$ cat config.mk
export PLATFORM = sky130hd
export DESIGN_NAME = gnsa_ctrl
export DESIGN_NICKNAME = d
export VERILOG_FILES = /design/src/design/gnsa_pkg.sv /design/src/design/gnsa_ctrl.sv
export SDC_FILE = /design/constraint.sdc
export NUM_CORES = 1
export LEC_CHECK = 0
export BUFFER_PORTS_ARGS = -buffer_cell sky130_fd_sc_hd__buf_2
export CAP_MARGIN = 10
export CORE_UTILIZATION = 56
export CTS_CLUSTER_SIZE = 12
export DETAILED_ROUTE_END_ITERATION = 10
export GPL_ROUTABILITY_DRIVEN = 0
export PLACE_DENSITY_LB_ADDON = 0.12
export SYNTH_ARGS = -nofsm -noshare
export SYNTH_HDL_FRONTEND = slang
export SYNTH_SLANG_ARGS = --single-unit
export TNS_END_PERCENT = 50
$ cat constraint.sdc
create_clock -name i_clk -period 3.9 [get_ports i_clk]
set_input_delay 0.78 -clock i_clk [delete_from_list [all_inputs] [get_ports i_clk]]
set_output_delay 0.78 -clock i_clk [all_outputs]
set_load 0.01 [all_outputs]
$ cat src/design/gnsa_pkg.sv
// ----------------------------------------------------------------------------
// gnsa_pkg
// Shared constants and controller/datapath interface types for the greedy
// nearest slot assigner.
// ----------------------------------------------------------------------------
package gnsa_pkg;

    localparam int MAX_MEMBERS = 64;
    localparam int MAX_SLOTS   = 64;
    localparam int IDX_W       = 6;
    localparam int CNT_W       = 7;
    localparam int POS_W       = 20;
    localparam int PREV_W      = 7;
    localparam int HYST_W      = 16;
    localparam int DIFF_W      = POS_W + 1;
    localparam int PROD_W      = 2 * DIFF_W;
    localparam int DIST_W      = PROD_W + 2;
    localparam int BONUS_W     = 2 * HYST_W;
    localparam int MPOS_W      = 3 * POS_W + PREV_W;
    localparam int SPOS_W      = 3 * POS_W;

    localparam logic [1:0] OP_LOAD_MEMBER = 2'd0;
    localparam logic [1:0] OP_LOAD_SLOT   = 2'd1;
    localparam logic [1:0] OP_COMPUTE     = 2'd2;

    localparam logic [HYST_W-1:0] HYST_RESET = 16'd768;
    localparam logic [PREV_W-1:0] SLOT_NONE  = 7'h7f;

    typedef struct packed {
        logic start;
        logic bonus;
        logic m_clr;
        logic m_inc;
        logic s_clr;
        logic s_inc;
        logic mlat;
        logic sdif;
        logic mx;
        logic my;
        logic mz;
        logic sum;
        logic adj;
        logic cmp;
        logic commit;
        logic o_ld;
    } t_cmd;

    typedef struct packed {
        logic m_end;
        logic s_end;
        logic done_cur;
        logic taken_cur;
        logic found;
        logic mc_zero;
        logic out_last;
        logic out_acc;
    } t_sts;

endpackage

$ cat src/design/gnsa_ctrl.sv
// ----------------------------------------------------------------------------
// gnsa_ctrl
// Sequencer for the greedy matching rounds and the result walk.
// ----------------------------------------------------------------------------
module gnsa_ctrl (
    input  logic          i_clk,
    input  logic          i_rst_n,
    input  logic          i_in_acc,
    input  logic [1:0]    i_operation,
    input  gnsa_pkg::t_sts i_sts,
    output gnsa_pkg::t_cmd o_cmd,
    output logic          o_idle
);

    import gnsa_pkg::*;

    typedef enum logic [17:0] {
        S_IDLE  = 18'h00001,
        S_BON   = 18'h00002,
        S_MNEXT = 18'h00004,
        S_MRD   = 18'h00008,
        S_MLAT  = 18'h00010,
        S_SNEXT = 18'h00020,
        S_SRD   = 18'h00040,
        S_SDIF  = 18'h00080,
        S_MX    = 18'h00100,
        S_MY    = 18'h00200,
        S_MZ    = 18'h00400,
        S_SUM   = 18'h00800,
        S_ADJ   = 18'h01000,
        S_CMP   = 18'h02000,
        S_REND  = 18'h04000,
        S_ORD   = 18'h08000,
        S_OLD   = 18'h10000,
        S_OWAIT = 18'h20000
    } t_state;

    t_state r_state;
    t_state n_state;

    always_ff @(posedge i_clk) begin
        if (!i_rst_n) begin
            r_state <= S_IDLE;
        end else begin
            r_state <= n_state;
        end
    end

    always_comb begin
        n_state = r_state;
        o_cmd   = '0;
        case (r_state)
            S_IDLE: begin
                if (i_in_acc && i_operation == OP_COMPUTE) begin
                    o_cmd.start = 1'b1;
                    n_state     = S_BON;
                end
            end
            S_BON: begin
                o_cmd.bonus = 1'b1;
                n_state     = i_sts.mc_zero ? S_IDLE : S_MNEXT;
            end
            S_MNEXT: begin
                if (i_sts.m_end) begin
                    n_state = S_REND;
                end else if (i_sts.done_cur) begin
                    o_cmd.m_inc = 1'b1;
                end else begin
                    n_state = S_MRD;
                end
            end
            S_MRD: n_state = S_MLAT;
            S_MLAT: begin
                o_cmd.mlat  = 1'b1;
                o_cmd.s_clr = 1'b1;
                n_state     = S_SNEXT;
            end
            S_SNEXT: begin
                if (i_sts.s_end) begin
                    o_cmd.m_inc = 1'b1;
                    n_state     = S_MNEXT;
                end else if (i_sts.taken_cur) begin
                    o_cmd.s_inc = 1'b1;
                end else begin
                    n_state = S_SRD;
                end
            end
            S_SRD: n_state = S_SDIF;
            S_SDIF: begin
                o_cmd.sdif = 1'b1;
                n_state    = S_MX;
            end
            S_MX: begin
                o_cmd.mx = 1'b1;
                n_state  = S_MY;
            end
            S_MY: begin
                o_cmd.my = 1'b1;
                n_state  = S_MZ;
            end
            S_MZ: begin
                o_cmd.mz = 1'b1;
                n_state  = S_SUM;
            end
            S_SUM: begin
                o_cmd.sum = 1'b1;
                n_state   = S_ADJ;
            end
            S_ADJ: begin
                o_cmd.adj = 1'b1;
                n_state   = S_CMP;
            end
            S_CMP: begin
                o_cmd.cmp   = 1'b1;
                o_cmd.s_inc = 1'b1;
                n_state     = S_SNEXT;
            end
            S_REND: begin
                o_cmd.m_clr = 1'b1;
                if (i_sts.found) begin
                    o_cmd.commit = 1'b1;
                    n_state      = S_MNEXT;
                end else begin
                    n_state = S_ORD;
                end
            end
            S_ORD: n_state = S_OLD;
            S_OLD: begin
                o_cmd.o_ld = 1'b1;
                n_state    = S_OWAIT;
            end
            S_OWAIT: begin
                if (i_sts.out_acc) begin
                    if (i_sts.out_last) begin
                        n_state = S_IDLE;
                    end else begin
                        o_cmd.m_inc = 1'b1;
                        n_state     = S_ORD;
                    end
                end
            end
            default: n_state = S_IDLE;
        endcase
    end

    assign o_idle = (r_state == S_IDLE);

endmodule

# After elaboration in Yosys (flattened, before gate mapping)
# Cells that the tools add are included.
[totals] output_inout_bits=17 wordCells=61 register_bits=18 inputBits=13
[classes] n_reduce_logical=3 muxes=34 n_eq_ne=23
[op_table] op="$pmux 18 s17" count=1
[op_table] op="$mux 18" count=6
[op_table] op="$mux 16" count=2
[op_table] op="$mux 1" count=22
[op_table] op="$eq 18x1->1 const B" count=1
[op_table] op="$eq 18x10->1 const B" count=1
[op_table] op="$eq 18x11->1 const B" count=1
[op_table] op="$eq 18x12->1 const B" count=1
[op_table] op="$eq 18x13->1 const B" count=1
[op_table] op="$eq 18x14->1 const B" count=1
[op_table] op="$eq 18x15->1 const B" count=1
[op_table] op="$eq 18x16->1 const B" count=1
[op_table] op="$eq 18x17->1 const B" count=1
[op_table] op="$eq 18x18->1 const B" count=1
[op_table] op="$eq 18x2->1 const B" count=1
[op_table] op="$eq 18x3->1 const B" count=1
[op_table] op="$eq 18x4->1 const B" count=1
[op_table] op="$eq 18x5->1 const B" count=1
[op_table] op="$eq 18x6->1 const B" count=1
[op_table] op="$eq 18x7->1 const B" count=1
[op_table] op="$eq 18x8->1 const B" count=1
[op_table] op="$eq 18x9->1 const B" count=1
[op_table] op="$ne 3x3->1 const B" count=2
[op_table] op="$reduce_and 4->1" count=1
[op_table] op="other kinds (8)" count=8

# Longest topological paths before layout
[depth] ltp_word=4 depth_mapped=8 depth_no_buf=6

# Least setup slack after synthesis
# No wires, ideal clock.
[synth_timing] path_type="reg-to-output" startpoint="reg r_state[17]" endpoint="out o_cmd[11] (netlist bit)" n_path_buf=2 required_ns=3.120 t_arrival_ns=1.865 stages_incl_launch_ff=6 setup_slack_ns=1.255 cell_sequence="dfxtp_1 clkbuf_1 nor4_1 nand4_1 nor4b_1 buf_4"
[synth_lines] item="start: declaration" line="gnsa_ctrl.sv:38" source="t_state r_state;"
[synth_lines] item="start signal: assignment" line="gnsa_ctrl.sv:45" source="r_state <= n_state;"
[synth_lines] item="end: declaration" line="gnsa_ctrl.sv:11" source="output gnsa_pkg::t_cmd o_cmd,"

==> impl_metrics.env <==
export IMPL_cts_sinks=18
export IMPL_grt_setup_unrepaired="no"
export IMPL_avgSynthCellArea_um2=8.94
export IMPL_fmax_mhz=326
export IMPL_placed_area_mm2=0.00137
export IMPL_largest_reg_flops=18
export IMPL_fin_area_mm2=0.00141
export IMPL_grt_max_degree=11
export IMPL_syn_area_mm2=0.00123
export IMPL_timing_worst_setup_path_type="flip-flop to output pin"
export IMPL_synth_top_cells_by_count="18 x dfxtp_1, 12 x nor2_1, 9 x nor4_1, 8 x nand2_1, 8 x nor4b_1"
export IMPL_area_growth_pct=14.0
export IMPL_cap_violations=0
export IMPL_crit_path_start_kind="flip-flop"
export IMPL_syn_nets=151
export IMPL_clockRootBuffer="clkbuf_4"
export IMPL_initial_core_util_pct=61.0
export IMPL_clkTransAtPathRegs_ns=0.11
export IMPL_drt_initial_drc_count=51
export IMPL_vdd_drop_max_mv=0.248
export IMPL_end_kind="output pin"
export IMPL_power_mw=0.412
export IMPL_antenna_found_initial=0
export IMPL_final_setup_viol_count=0
export IMPL_hold_viol_final=0
export IMPL_cts_setup_buffers=0
export IMPL_layout_drive_gt1_share_pct=30.5
export IMPL_p_leak_nw=0.587
export IMPL_wire_per_inst_um=16.1
export IMPL_grt_pass1_vias=1122
export IMPL_ctsResizeCount=0
export IMPL_cts_tree="built"
export IMPL_min_path_type="flip-flop to flip-flop"
export IMPL_wl_mm=3.08
export IMPL_drtAntennaViolNets=0
export IMPL_chipWidth_um=48.9
export IMPL_vias_per_cell=6.43
export IMPL_synthMostInstantiatedCell="dfxtp_1"
export IMPL_largest_register="r_state"
export IMPL_status="completed"
export IMPL_finalSetupTns_ns=0
export IMPL_route_vias_total=1229
export IMPL_final_max_slew_viol_count=0
export IMPL_crit_arrival_ns=2.29
export IMPL_crit_required_ns=3.12
export IMPL_antennaDiodeCount=0
export IMPL_seq_area_frac_synth_pct=29.2
export IMPL_synthCells=138
export IMPL_core_area_mm2=0.00202
export IMPL_maxSlewHeadroom_pct=66.4
export IMPL_nets=178
export IMPL_cts_buffer_depth=2
export IMPL_grt_usage_pct=27.2
export IMPL_synth_top_area_cell="dfxtp_1"
export IMPL_synth_cell_types=43
export IMPL_num_rows=16
export IMPL_drt_pass1_iterations=4
export IMPL_die_h_um=48.9
export IMPL_grt_pass1_wl_mm=5.08
export IMPL_synth_edf_count=0
export IMPL_yosysWarnings=0
export IMPL_clk_latency_ns=0.30
export IMPL_htree_levels=1
export IMPL_dieArea_mm2=0.00239
export IMPL_ys_flop_type="dfxtp_1"
export IMPL_io_buffers=29
export IMPL_globalRouteOverflowTotal=0
export IMPL_ys_seq_elements=18
export IMPL_io_pins=30
export IMPL_worstPathMaxFanout=7
export IMPL_dpl_hpwl_mm=2.34
export IMPL_power_density_mw_per_mm2=293
export IMPL_fill_cells=182
export IMPL_postCtsHoldBufs=0
export IMPL_drcViolationCount=0
export IMPL_yosys_top_cells_area="dfxtp_1 29%, nor4_4 6.9%, nor4b_1 5.7%, nor4_1 4.6%, nor2_1 3.7%"
export IMPL_fin_crit_ns=3.07
export IMPL_synth_top_area_share_pct=29.2
export IMPL_cts_buffers=3
export IMPL_period_share_pct=78.6
export IMPL_reg_top3="r_state x18"
export IMPL_async_flop_share_pct=0
export IMPL_fin_worst_skew_ns=0.00321
export IMPL_worstMarginPinSlew_ns=0.504
-- worst max-delay path: stages, from the launching register on --
cell and delay (ns):
dfxtp_1 0.40, nor4_4 0.48, nand4_1 0.33, nor4_1 0.49, a21o_1 0.17, buf_2 0.12
-- worst paths after layout --
| kind | startpoint | end | slack, ns | cells after the start |
|---|---|---|---|---|
| setup / recovery | r_state[15] | o_cmd[12] | 0.83 | 5 |
| hold / removal | r_state[3] | r_state[4] | 0.58 | 2 |
| setup reg to reg | r_state[15] | r_state[16] | 1.74 | 6 |
| hold reg to reg | r_state[3] | r_state[4] | 0.58 | 2 |
-- cell families (layout without fill, tap and decap cells) --
kind of cell / Yosys count / in the layout / share of synthesized area, %
AND/OR/NAND/NOR: 84 / 84 / 49.6
AO/OA/AOI/OAI: 20 / 20 / 13.0
flip-flops: 18 / 18 / 29.2
buffers and inverters: 11 / 37 / 4.66
XOR/XNOR: 5 / 5 / 3.55
-- stage by stage --
step                util (%)  setup WS [ns]  hold WS (ns)  instances
detailed placement      67.8           1.21         0.562        187
finish                  69.6          0.834         0.581        191
CTS                     69.6          0.868         0.580        191
floorplan                  -           1.26         0.508        138
global placement        67.8           1.25         0.547        187
global route            69.6          0.746         0.619        191
-- power by group --
| part | total, mW | switching, mW | internal [mW] |
|---|---|---|---|
| logic | 0.0945 | 0.0595 | 0.0351 |
| registers | 0.196 | 0.00737 | 0.188 |
| clock network | 0.121 | 0.0644 | 0.0569 |
| total | 0.412 | 0.131 | 0.280 |
-- metal layers --
| layer | vias to the layer above | GRT usage (%) | wire, um |
|---|---|---|---|
| li1 | 585 | - | - |
| met1 | 573 | 33.6 | 1280 |
| met2 | 62 | 46.5 | 1490 |
| met3 | 9 | 3.43 | 241 |
| met4 | 0 | 13.2 | 67 |
| met5 | - | 0 | 0 |
-- layout by cell type (no fill, tap or decap), types with 4 or more instances in the layout --
master     n
nor4_4     4
nor4_1     9
nor2b_1    5
xor2_1     4
nor2_1    12
nor3_1     4
buf_2     29
nand4_1    6
and3_1     6
nor4b_1    8
nand2b_1   4
nand2_1    8
dfxtp_1   18
inv_1      4
o21ai_0    4
-- final cells by class --
class / count / area, um2 / share of cell area [%]
Multi-Input combinational cell: 109 / 816 / 58.0
Sequential cell: 18 / 360 / 25.6
Clock buffer: 4 / 36.3 / 2.58
Tap cell: 27 / 33.8 / 2.40
Timing Repair Buffer: 29 / 145 / 10.3
Inverter: 4 / 15.0 / 1.07
(Power assumes the default switching activity.)
